**config.mk**
```make
export PLATFORM = sky130hd
export DESIGN_NAME = evi_ctrl
export DESIGN_NICKNAME = d
export VERILOG_FILES = /design/src/rtl/evi_pkg.sv /design/src/rtl/evi_ctrl.sv
export SDC_FILE = /design/constraint.sdc
export NUM_CORES = 1
export LEC_CHECK = 0
export ABC_AREA = 1
export BUFFER_PORTS_ARGS = -buffer_cell sky130_fd_sc_hd__buf_2
export CORE_MARGIN = 2
export CORE_UTILIZATION = 30
export DETAILED_ROUTE_END_ITERATION = 16
export PLACE_DENSITY = 0.46
export SKIP_CTS_REPAIR_TIMING = 1
export SLEW_MARGIN = 20
export SYNTH_ARGS = -nofsm -noshare
export SYNTH_HDL_FRONTEND = slang
export SYNTH_SLANG_ARGS = --single-unit
export TNS_END_PERCENT = 100
```
**constraint.sdc**
```tcl
create_clock -name clk -period 3.5 [get_ports clk]
set_input_delay 0.35 -clock clk [delete_from_list [all_inputs] [get_ports clk]]
set_output_delay 0.35 -clock clk [all_outputs]
set_load 0.02 [all_outputs]
```
**src/rtl/evi_pkg.sv**
```systemverilog
package evi_pkg;

	localparam int FILTER_ORDER = 12;
	localparam int HIST_LEN     = FILTER_ORDER - 1;
	localparam int K_W          = $clog2(FILTER_ORDER);
	localparam int HIST_IDX_W   = $clog2(HIST_LEN);

	// configuration register indexes
	localparam logic [1:0] REG_SPOOL_CPR = 2'd0;
	localparam logic [1:0] REG_UPPER_CPR = 2'd1;
	localparam logic [1:0] REG_SPOOL_DIR = 2'd2;
	localparam logic [1:0] REG_UPPER_DIR = 2'd3;

	localparam logic [16:0] CPR_RESET = 17'd8192;
	localparam logic [1:0]  DIR_RESET = 2'b11;

	// floating point unit operations
	localparam logic [2:0] FOP_ADD = 3'd0;
	localparam logic [2:0] FOP_SUB = 3'd1;
	localparam logic [2:0] FOP_MUL = 3'd2;
	localparam logic [2:0] FOP_DIV = 3'd3;
	localparam logic [2:0] FOP_CVT = 3'd4;

	// sequencer steps
	localparam logic [3:0] STEP_CVT_COUNT = 4'd0;
	localparam logic [3:0] STEP_SCALE     = 4'd1;
	localparam logic [3:0] STEP_CVT_CPR   = 4'd2;
	localparam logic [3:0] STEP_DIV       = 4'd3;
	localparam logic [3:0] STEP_MUL_B0    = 4'd4;
	localparam logic [3:0] STEP_MUL_B     = 4'd5;
	localparam logic [3:0] STEP_ADD       = 4'd6;
	localparam logic [3:0] STEP_MUL_A     = 4'd7;
	localparam logic [3:0] STEP_SUB       = 4'd8;

	localparam logic [63:0] FP_DNAN      = 64'hFFF8_0000_0000_0000;
	localparam logic [62:0] FP_INF_MAG   = 63'h7FF0_0000_0000_0000;
	localparam logic [63:0] FP_QUIET_BIT = 64'h0008_0000_0000_0000;

	localparam logic [63:0] COEF_B [FILTER_ORDER] = '{
		$realtobits(3.74303762587910E-12),
		$realtobits(3.36873386329119E-11),
		$realtobits(1.31006316905768E-10),
		$realtobits(2.80727821940932E-10),
		$realtobits(3.36873386329119E-10),
		$realtobits(1.57207580286922E-10),
		$realtobits(-1.57207580286922E-10),
		$realtobits(-3.36873386329119E-10),
		$realtobits(-2.80727821940932E-10),
		$realtobits(-1.31006316905768E-10),
		$realtobits(-3.36873386329119E-11),
		$realtobits(-3.74303762587910E-12)
	};

	localparam logic [63:0] COEF_A [FILTER_ORDER] = '{
		$realtobits(1.0),
		$realtobits(-9.42402952073286),
		$realtobits(39.8287330059886),
		$realtobits(-99.2573021975836),
		$realtobits(161.123954282587),
		$realtobits(-177.228962136889),
		$realtobits(132.614858857290),
		$realtobits(-65.3412606795305),
		$realtobits(19.1361903441139),
		$realtobits(-2.22680164996029),
		$realtobits(-0.318010723235478),
		$realtobits(0.0926304179541074)
	};

	typedef struct packed {
		logic signed [31:0] spool_count;
		logic signed [31:0] upper_count;
	} sample_t;

	typedef struct packed {
		logic [63:0] spool_velocity;
		logic [63:0] upper_velocity;
	} velocity_t;

	typedef struct packed {
		logic           start;
		logic [3:0]     step;
		logic           ch;
		logic [K_W-1:0] k;
		logic           capture;
		logic           shift;
		logic           load_out;
	} ctl_cmd_t;

	typedef struct packed {
		logic fpu_done;
		logic out_busy;
	} dp_status_t;

	// (direction * 2) * pi, exact since the factor is a power of two or zero
	function automatic logic [63:0] angle_scale(logic [1:0] dir);
		logic [63:0] r;
		case (dir)
			2'b10:   r = 64'hC029_21FB_5444_2D18;
			2'b11:   r = 64'hC019_21FB_5444_2D18;
			2'b01:   r = 64'h4019_21FB_5444_2D18;
			default: r = 64'h0;
		endcase
		return r;
	endfunction

endpackage

```
**src/rtl/evi_ctrl.sv**
```systemverilog
module evi_ctrl import evi_pkg::*; (
	input  logic       clk,
	input  logic       arst_n,
	input  logic       sample_valid,
	output logic       sample_ready,
	input  dp_status_t status,
	output ctl_cmd_t   cmd
);

	localparam logic [2:0] S_IDLE  = 3'd0;
	localparam logic [2:0] S_ISSUE = 3'd1;
	localparam logic [2:0] S_WAIT  = 3'd2;
	localparam logic [2:0] S_SHIFT = 3'd3;
	localparam logic [2:0] S_OUT   = 3'd4;

	logic [2:0]     state_q;
	logic [3:0]     step_q;
	logic           ch_q;
	logic [K_W-1:0] k_q;

	always_ff @(posedge clk or negedge arst_n) begin
		if (!arst_n) begin
			state_q <= S_IDLE;
			step_q  <= STEP_CVT_COUNT;
			ch_q    <= 1'b0;
			k_q     <= K_W'(1);
		end else begin
			case (state_q)
				S_IDLE: begin
					if (sample_valid) begin
						step_q  <= STEP_CVT_COUNT;
						ch_q    <= 1'b0;
						k_q     <= K_W'(1);
						state_q <= S_ISSUE;
					end
				end
				S_ISSUE: state_q <= S_WAIT;
				S_WAIT: begin
					if (status.fpu_done) begin
						state_q <= S_ISSUE;
						case (step_q)
							STEP_CVT_COUNT: step_q <= STEP_SCALE;
							STEP_SCALE:     step_q <= STEP_CVT_CPR;
							STEP_CVT_CPR:   step_q <= STEP_DIV;
							STEP_DIV:       step_q <= STEP_MUL_B0;
							STEP_MUL_B0:    step_q <= STEP_MUL_B;
							STEP_MUL_B:     step_q <= STEP_ADD;
							STEP_ADD:       step_q <= STEP_MUL_A;
							STEP_MUL_A:     step_q <= STEP_SUB;
							STEP_SUB: begin
								if (k_q == K_W'(HIST_LEN)) begin
									state_q <= S_SHIFT;
								end else begin
									k_q    <= k_q + K_W'(1);
									step_q <= STEP_MUL_B;
								end
							end
							default: state_q <= S_IDLE;
						endcase
					end
				end
				S_SHIFT: begin
					if (!ch_q) begin
						ch_q    <= 1'b1;
						k_q     <= K_W'(1);
						step_q  <= STEP_CVT_COUNT;
						state_q <= S_ISSUE;
					end else begin
						state_q <= S_OUT;
					end
				end
				S_OUT: begin
					// hold while the previous word is still unread
					if (!status.out_busy)
						state_q <= S_IDLE;
				end
				default: state_q <= S_IDLE;
			endcase
		end
	end

	assign sample_ready = (state_q == S_IDLE);

	always_comb begin
		cmd.start    = (state_q == S_ISSUE);
		cmd.step     = step_q;
		cmd.ch       = ch_q;
		cmd.k        = k_q;
		cmd.capture  = (state_q == S_IDLE) && sample_valid;
		cmd.shift    = (state_q == S_SHIFT);
		cmd.load_out = (state_q == S_OUT) && !status.out_busy;
	end

	a_start_pulse: assert property (@(posedge clk) disable iff (!arst_n)
		cmd.start |=> !cmd.start)
		else $error("operation start held longer than one cycle");

	a_done_in_wait: assert property (@(posedge clk) disable iff (!arst_n)
		status.fpu_done |-> (state_q == S_WAIT))
		else $error("arithmetic unit finished while no operation was awaited");

	a_tap_range: assert property (@(posedge clk) disable iff (!arst_n)
		(k_q >= K_W'(1)) && (k_q <= K_W'(HIST_LEN)))
		else $error("tap counter out of range");

	a_load_after_shift: assert property (@(posedge clk) disable iff (!arst_n)
		cmd.shift && ch_q |=> (state_q == S_OUT))
		else $error("result not offered after second channel");

endmodule

```
# Word-level counts from Yosys, hierarchy flattened

Index checks and enable logic that the tools add are counted.

Register bits: 12
Bits of input ports: 5
Output and inout port bits: 14
Logic and storage cells: 59

Add/sub/neg operators: 1
Eq/ne operators: 21
Multiplexer cells: 21
Reduce and logical (&&, ||, !) cells: 12

Operators by type and width:

| operator                                               | number |
|---|---|
| two-way mux 4 bit                                      | 9 |
| case mux 4 bit (9 select lines)                        | 1 |
| case mux 4 bit (3 select lines)                        | 2 |
| equality test 4 x 3 -> 1 bit, second input constant    | 4 |
| case mux 3 bit (5 select lines)                        | 1 |
| two-way mux 3 bit                                      | 4 |
| inequality test 2 bit, second input constant           | 6 |
| AND reduction 6 bit                                    | 2 |
| inequality test 10 x 2 -> 1 bit, second input constant | 1 |
| equality test 4 x 2 -> 1 bit, second input constant    | 2 |
| equality test 4 bit, second input constant             | 2 |
| OR reduction 8 bit                                     | 1 |
| equality test 3 x 2 -> 1 bit, second input constant    | 2 |
| adder 4 x 1 -> 4 bit, second input constant            | 1 |
| equality test 4 x 1 -> 1 bit, second input constant    | 1 |
| zero test 4 bit                                        | 1 |
| case mux 2 bit (2 select lines)                        | 1 |
| equality test 3 x 1 -> 1 bit, second input constant    | 1 |
| equality test 3 bit, second input constant             | 1 |
| zero test 3 bit                                        | 1 |
| inequality test 3 bit, second input constant           | 1 |
| AND reduction 3 bit                                    | 1 |
| nonzero test 3 bit                                     | 1 |
| logical AND 1 bit                                      | 2 |
| 6 further kinds                                        | 6 |

# Longest topological paths before layout

Gate-level depths: netlist of the first run.

Depth after elaboration: 5
Gate-level depth with buffers: 9

# Worst setup path before layout of the first run

OpenSTA, ideal clock, no wires.

Path kind: flip-flop to flip-flop
Start point: register k_q[0]
End point: register step_q[3]
Setup time: 0.118 ns
Data arrival time: 1.385 ns
Required time: 3.382 ns
Path slack: 1.997 ns
Stages on the path, launching flop included: 9
Path buffers: 0
Period minus slack after synthesis: 1.503 ns
Path through: dfstp_2 -> ha_1 -> nand3_1 -> nor2_4 -> nand2_2 -> nand2_1 -> inv_2 -> nand3_1 -> nand2_1

Word-level cells in the longest chain between the ends: 3

Ends and longest elaborated chain:

| item                                   | RTL line       | RTL |
|---|---|---|
| from (decl)                            | evi_ctrl.sv:19 | `logic [K_W-1:0] k_q;` |
| from (signal assigned)                 | evi_ctrl.sv:54 | `k_q <= k_q + K_W'(1);` |
| equality test 4 bit                    | evi_ctrl.sv:51 | `if (k_q == K_W'(HIST_LEN)) begin` |
| inequality test 3 bit (no source line) | --             |  |
| AND reduction 6 bit (no source line)   | --             |  |
| to (signal assigned)                   | evi_ctrl.sv:48 | `STEP_ADD: step_q <= STEP_MUL_A;` |
| to (signal assigned)                   | evi_ctrl.sv:49 | `STEP_MUL_A: step_q <= STEP_SUB;` |
| to (signal assigned)                   | evi_ctrl.sv:55 | `step_q <= STEP_MUL_B;` |
| to (decl)                              | evi_ctrl.sv:17 | `logic [3:0] step_q;` |

Every way passes these cells.
A chain may end at the register's enable or synchronous reset.

==> results of run 1 <==
[Yosys cell counts]
library cell | number | share of area
nor2_4 | 1 | 0.014
o21a_1 | 1 | 0.0090
a21oi_1 | 2 | 0.012
dfstp_2 | 1 | 0.032
buf_4 | 1 | 0.0090
a21oi_4 | 1 | 0.020
nor2_2 | 1 | 0.0075
xnor2_1 | 1 | 0.011
nand3b_1 | 1 | 0.0090
clkinv_1 | 1 | 0.0045
nor2_1 | 13 | 0.059
dfrtp_1 | 11 | 0.33
nand3_2 | 2 | 0.024
nor2_8 | 1 | 0.024
ha_1 | 1 | 0.015
nand4_1 | 1 | 0.0075
nand3_1 | 12 | 0.072
o21ai_0 | 3 | 0.018
nand2_1 | 32 | 0.14
inv_1 | 9 | 0.041
nor3_1 | 1 | 0.0060
nand2_4 | 1 | 0.014
inv_2 | 6 | 0.027
xor2_1 | 1 | 0.011
a21oi_2 | 1 | 0.011
nand3_4 | 2 | 0.042
nand2_2 | 4 | 0.030
[sequential cells by signal (all words and copies together), names as in the netlist]
name,count
state_q,3
step_q,4
ch_q,1
k_q,4
[per-layer routing]
layer  GRT usage  up-vias
met2       0.176       18
met5           0        -
li1            -      398
met1       0.159      334
met4      0.0408        0
met3      0.0323        0
[worst max-delay path: cells and delay by family, from the launching register on]
family	cells	cell delay (ns)
DFF	1	0.46
and+or+nand+nor	3	0.42
buffers and inverters	1	0.16
[area by class of cell]
cell class	instances	area, um2
clock buffer	4	26.3
fill	291	1700
inverter	16	60.1
multi-input combinational	83	464
sequential	12	302
tap	31	38.8
timing repair buffer	19	100
[power groups by stage]
stage	clock network (mW)	logic, mW	registers [mW]
detailed placement	0	0.433	0.234
global placement	0	0.437	0.233
global route	0.107	0.481	0.239
finish	0.0927	0.427	0.232
CTS	0.0996	0.434	0.232
floorplan	0	0.318	0.251
[stage by stage]
stage                     std cells  worst slack [ns]  utilization  hold WS (ns)  total power [mW]
after global placement          160              2.04        0.355         0.257             0.670
after floorplan                 112              2.00            -        0.0544             0.568
final                           165              1.83        0.369         0.345             0.752
after CTS                       164              1.81        0.365       -0.0563             0.765
after detailed placement        160              2.01        0.355         0.259             0.667
after global routing            165              1.68        0.369         0.343             0.826
[worst min-delay path by stage]
stage / endpoint
3_3_place_gp: step_q[0]$_DFFE_PN0P_
6_report: state_q[2]$_DFFE_PN0P_
5_1_grt: state_q[2]$_DFFE_PN0P_
3_5_place_dp: step_q[0]$_DFFE_PN0P_
4_1_cts: state_q[2]$_DFFE_PN0P_
2_1_floorplan: ch_q$_DFFE_PN0P_
[cells by family after synthesis]
family          count (synthesis)  synth area share
compound gates                  8            0.0691
xor+xnor                        2            0.0210
fa+ha+maj                       1            0.0150
buf+inv                        17            0.0811
flops                          12             0.362
simple gates                   72             0.452
==> flow_summary.json, run 1 <==
{
  "die-area_mm2": 0.00322,
  "final_common_cell": "nand2_1",
  "grt_pass1_wl_um": 2920,
  "hold_class": "input port to register",
  "min_path_cells": 3,
  "p_comb_frac": 0.568,
  "dr.max_layer_used": "met3",
  "drtIter0Drc": 27,
  "ys_warn_count": 0,
  "syn_to_final_growth_pct": 18.9,
  "hpwl_um": 1350,
  "core_area_mm2": 0.00269,
  "wire_per_inst_um": 10.6,
  "crit_path_end_kind": "output port",
  "totalWireLength_um": 1750,
  "initial_core_util": 0.310,
  "ys_seq_area_frac": 0.362,
  "cts_buffers": 3,
  "clock_power_share": 0.123,
  "met2_length_um": 810,
  "htreeDepth": 1,
  "layout_common_cells": "32 x nand2_1, 18 x buf_2, 13 x nor2_1, 12 x nand3_1, 11 x dfrtp_1",
  "vias": 750,
  "grt_pass1_vias": 645,
  "maxCapViolations": 0,
  "r2r_slack_ns": 2.01,
  "drv_slew": 0,
  "slowest_delay_ns": 0.46,
  "io_pins": 19,
  "via_per_inst": 4.55,
  "setup_tns_ns": 0,
  "layout.nets": 141,
  "cp.required_ns": 3.15,
  "reg2reg_to": "step_q[2]$_DFFE_PN0P_",
  "cts_tree": "done",
  "worst_r2r_path_depth": 8,
  "worst_clock_skew_ns": 0.0139,
  "drive_gt1_frac": 0.313,
  "tightest_slew_ns": 0.295,
  "syn_area_um2": 833,
  "rsz0062_at_grt": "no",
  "synth_seq_cells": 12,
  "port_buffers": 18,
  "seqPwrFrac": 0.309,
  "min_period_ns": 1.67,
  "stdcell_area_um2": 991,
  "antenna_cells": 0,
  "clock_sinks": 12,
  "postSynthCellCount": 112,
  "setup.worst_path.end": "cmd[2]",
  "drc": 0,
  "clk_pin_slew_ns": 0.09,
  "place_area_um2": 955,
  "finalHoldViolations": 0,
  "avgSynthCellArea_um2": 7.44,
  "power_density_mw_per_mm2": 759,
  "die_w_um": 56.7,
  "fp.dieH_um": 56.7,
  "met1_length_um": 859,
  "hold_start": "status[0]",
  "grt-ovfl-total": 0,
  "path_cells": "nor2_1 -> nand2_1 -> nor2_1 -> buf_2",
  "status": "completed",
  "slowest_stage": "dfrtp_1",
  "irDropWorstVdd_v": 0.000464,
  "synth_fp_nets": 118,
  "p_leak_nw": 0.555,
  "power.share.switching": 0.505,
  "grt_usage": 0.117,
  "postRouteAntennaNets": 0,
  "critPathMaxFanout": 6,
  "crit_arrival_ns": 1.32,
  "rows": 19,
  "crit_top_cell": "nor2_1",
  "timing.rr.start": "k_q[0]$_DFFE_PN1P_",
  "setup_viol": 0,
  "antenna_found_initial": 0,
  "slew-limit-headroom": 0.804,
  "switching_power_mw": 0.380,
  "cp-start-kind": "register",
  "p_int_mw": 0.372,
  "synth_cell_type_count": 27,
  "max_clock_freq_ghz": 0.599,
  "crit_start": "state_q[0]$_DFFE_PN0P_",
  "min_period_over_period": 0.477,
  "dr.pass1.iters": 4,
  "clk_path_buf_depth": 2,
  "grt_max_degree": 13,
  "route.met3.wl_um": 84,
  "clockRootBuffer": "clkbuf_4",
  "clock_latency_ns": 0.28,
  "crit_type": "register to output port",
  "gp_congestion": 0.832
}
Note: power is estimated with default switching activity, not from simulation.
==> inputs of run 2 (changes only) <==
- ABC_AREA: 1 -> 0
- PLACE_DENSITY: 0.46 -> 0.47
- clock period: 3.5 -> 1.6 ns (I/O delays scaled with it)
==> flow_summary.json, run 2 <==
{
  "port_buffers": 18,
  "die_w_um": 53.1,
  "via_per_inst": 5.19,
  "antenna_found_initial": 0,
  "drc": 0,
  "tightest_slew_ns": 0.368,
  "reg_top3": "k_q: 4 flops, step_q: 4 flops, state_q: 3 flops",
  "wire_per_inst_um": 13.4,
  "netlist.area_leader.share": 0.381,
  "min_period_over_period": 0.973,
  "p_leak_nw": 0.488,
  "synth_cell_type_count": 39,
  "finalHoldViolations": 0,
  "hpwl_um": 1420,
  "min_period_ns": 1.56,
  "synthMostInstantiatedCell": "dfrtp_1",
  "synth_ff_type": "dfrtp_1",
  "syn_to_final_growth_pct": 37.0,
  "htreeDepth": 1,
  "ys_warn_count": 0,
  "synthTopCellsByArea": "dfrtp_1 38%, o21ai_0 4.2%, dfstp_2 3.6%",
  "status": "completed",
  "hold_class": "input port to register",
  "place_area_um2": 917,
  "core_area_mm2": 0.00225,
  "synth_fp_nets": 81,
  "antenna_cells": 0,
  "setup_viol": 0,
  "cts_buffers": 3,
  "drv_slew": 0,
  "vias": 701,
  "dr.max_layer_used": "met4",
  "met2_length_um": 859,
  "postSynthCellCount": 75,
  "rsz0062_at_grt": "yes",
  "drive_gt1_frac": 0.449,
  "max_clock_freq_ghz": 0.642,
  "irDropWorstVdd_v": 0.000851,
  "power_density_mw_per_mm2": 1600,
  "worst_clock_skew_ns": 0.00261,
  "crit_path_end_kind": "output port",
  "synth_common_cells": "11 x dfrtp_1, 6 x o21ai_0",
  "initial_core_util": 0.321,
  "critPathMaxFanout": 6,
  "synth_seq_cells": 12,
  "p_total_mw": 1.59,
  "ys_seq_area_frac": 0.417,
  "postRouteAntennaNets": 0,
  "stdcell_area_um2": 991,
  "gp_congestion": 0.768,
  "grt_pass1_vias": 637,
  "totalWireLength_um": 1810,
  "synth_edf_count": 0,
  "layout.nets": 114,
  "drtIter0Drc": 17,
  "maxCapViolations": 0,
  "clk_pin_slew_ns": 0.08,
  "cp-start-kind": "register",
  "grt_pass1_wl_um": 2960,
  "route.met3.wl_um": 74,
  "crit_type": "register to output port",
  "met1_length_um": 863,
  "layout_common_cells": "17 x buf_2, 11 x buf_4, 7 x dfrtp_1, 6 x o21ai_0",
  "clockRootBuffer": "clkbuf_4",
  "clk_path_buf_depth": 2,
  "cts_tree": "done",
  "avgSynthCellArea_um2": 9.64,
  "fp.dieH_um": 53.1,
  "crit_arrival_ns": 1.40,
  "syn_area_um2": 723,
  "grt-ovfl-total": 0,
  "io_pins": 19,
  "r2r_slack_ns": 0.06,
  "die-area_mm2": 0.00282,
  "slew-limit-headroom": 0.754,
  "cp.required_ns": 1.44,
  "rows": 17,
  "async_flop_share": 1.00,
  "dr.pass1.iters": 4,
  "grt_usage": 0.150,
  "clock_sinks": 12,
  "clock_latency_ns": 0.27,
  "yosysTopAreaCell": "dfrtp_1",
  "final_common_cell": "buf_2",
  "grt_max_degree": 13
}
[run 2: cell count changes in the layout (fill, tap and decap cells not counted), sizes merged, moves of 5 or more]
cell   delta
nand2    -33
nand3    -15
nor2     -12
inv      -11
buf      +10
o21ai     +5
[run 2: path summary, 6_finish.rpt]
path                                   startpoint                     end  cells after the start
setup / recovery           state_q[0]$_DFFE_PN0P_                  cmd[2]                      5
hold / removal                          status[0]  state_q[2]$_DFFE_PN0P_                      2
setup reg to reg            step_q[2]$_DFFE_PN0P_      k_q[3]$_DFFE_PN0P_                      3
hold reg to reg                k_q[0]$_DFFE_PN1P_      k_q[0]$_DFFE_PN1P_                      1
max in group asynchronous                  arst_n      k_q[0]$_DFFE_PN1P_                      2
min in group asynchronous                  arst_n      k_q[3]$_DFFE_PN0P_                      2
[run 2: cells by family (layout without fill, tap and decap cells)]
logic type,Yosys count,in the layout,share of synthesized area
AO/OA/AOI/OAI,28,28,0.263
AND/OR/NAND/NOR,27,27,0.244
flip-flops,12,12,0.417
buffers and inverters,5,37,0.0311
multiplexers,2,2,0.0277
adder cells (fa/ha/maj),1,1,0.0173
[run 2: metrics by stage]
step	TNS (ns)	cells	hold WS [ns]	worst slack (ns)	util
after CTS	-0.122	133	-0.242	-0.122	0.423
final	0	135	0.147	0.0432	0.440
after global placement	0	129	0.0606	0.0818	0.407
after floorplan	0	75	-0.136	0.00639	-
after global routing	-0.0252	135	0.139	-0.0252	0.440
after detailed placement	0	129	0.0636	0.0479	0.407
[run 2: power breakdown]
| part | total [mW] | switching [mW] | internal, mW |
|---|---|---|---|
| sequential | 0.460 | 0.0752 | 0.385 |
| clock | 0.241 | 0.102 | 0.138 |
| combinational | 0.888 | 0.503 | 0.386 |
| total | 1.59 | 0.680 | 0.909 |
[run 2: worst max-delay path, stage by stage, from the launching register on]
cell and delay, ns:
dfrtp_2 0.42, buf_4 0.15, nor3_4 0.19, nand2_2 0.13, inv_4 0.10, buf_4 0.14
[run 2: routing by layer]
metal / GRT usage / up-vias
met5: 0 / -
met4: 0.0513 / 0
met1: 0.182 / 341
met3: 0.0508 / 2
met2: 0.246 / 13
li1: - / 345
[run 2: area by class of cell]
class	instances	area, um2
tap	28	35.0
fill	253	1260
multi-input combinational	58	418
inverter	4	17.5
sequential	12	307
timing repair buffer	29	178
clock buffer	4	36.3
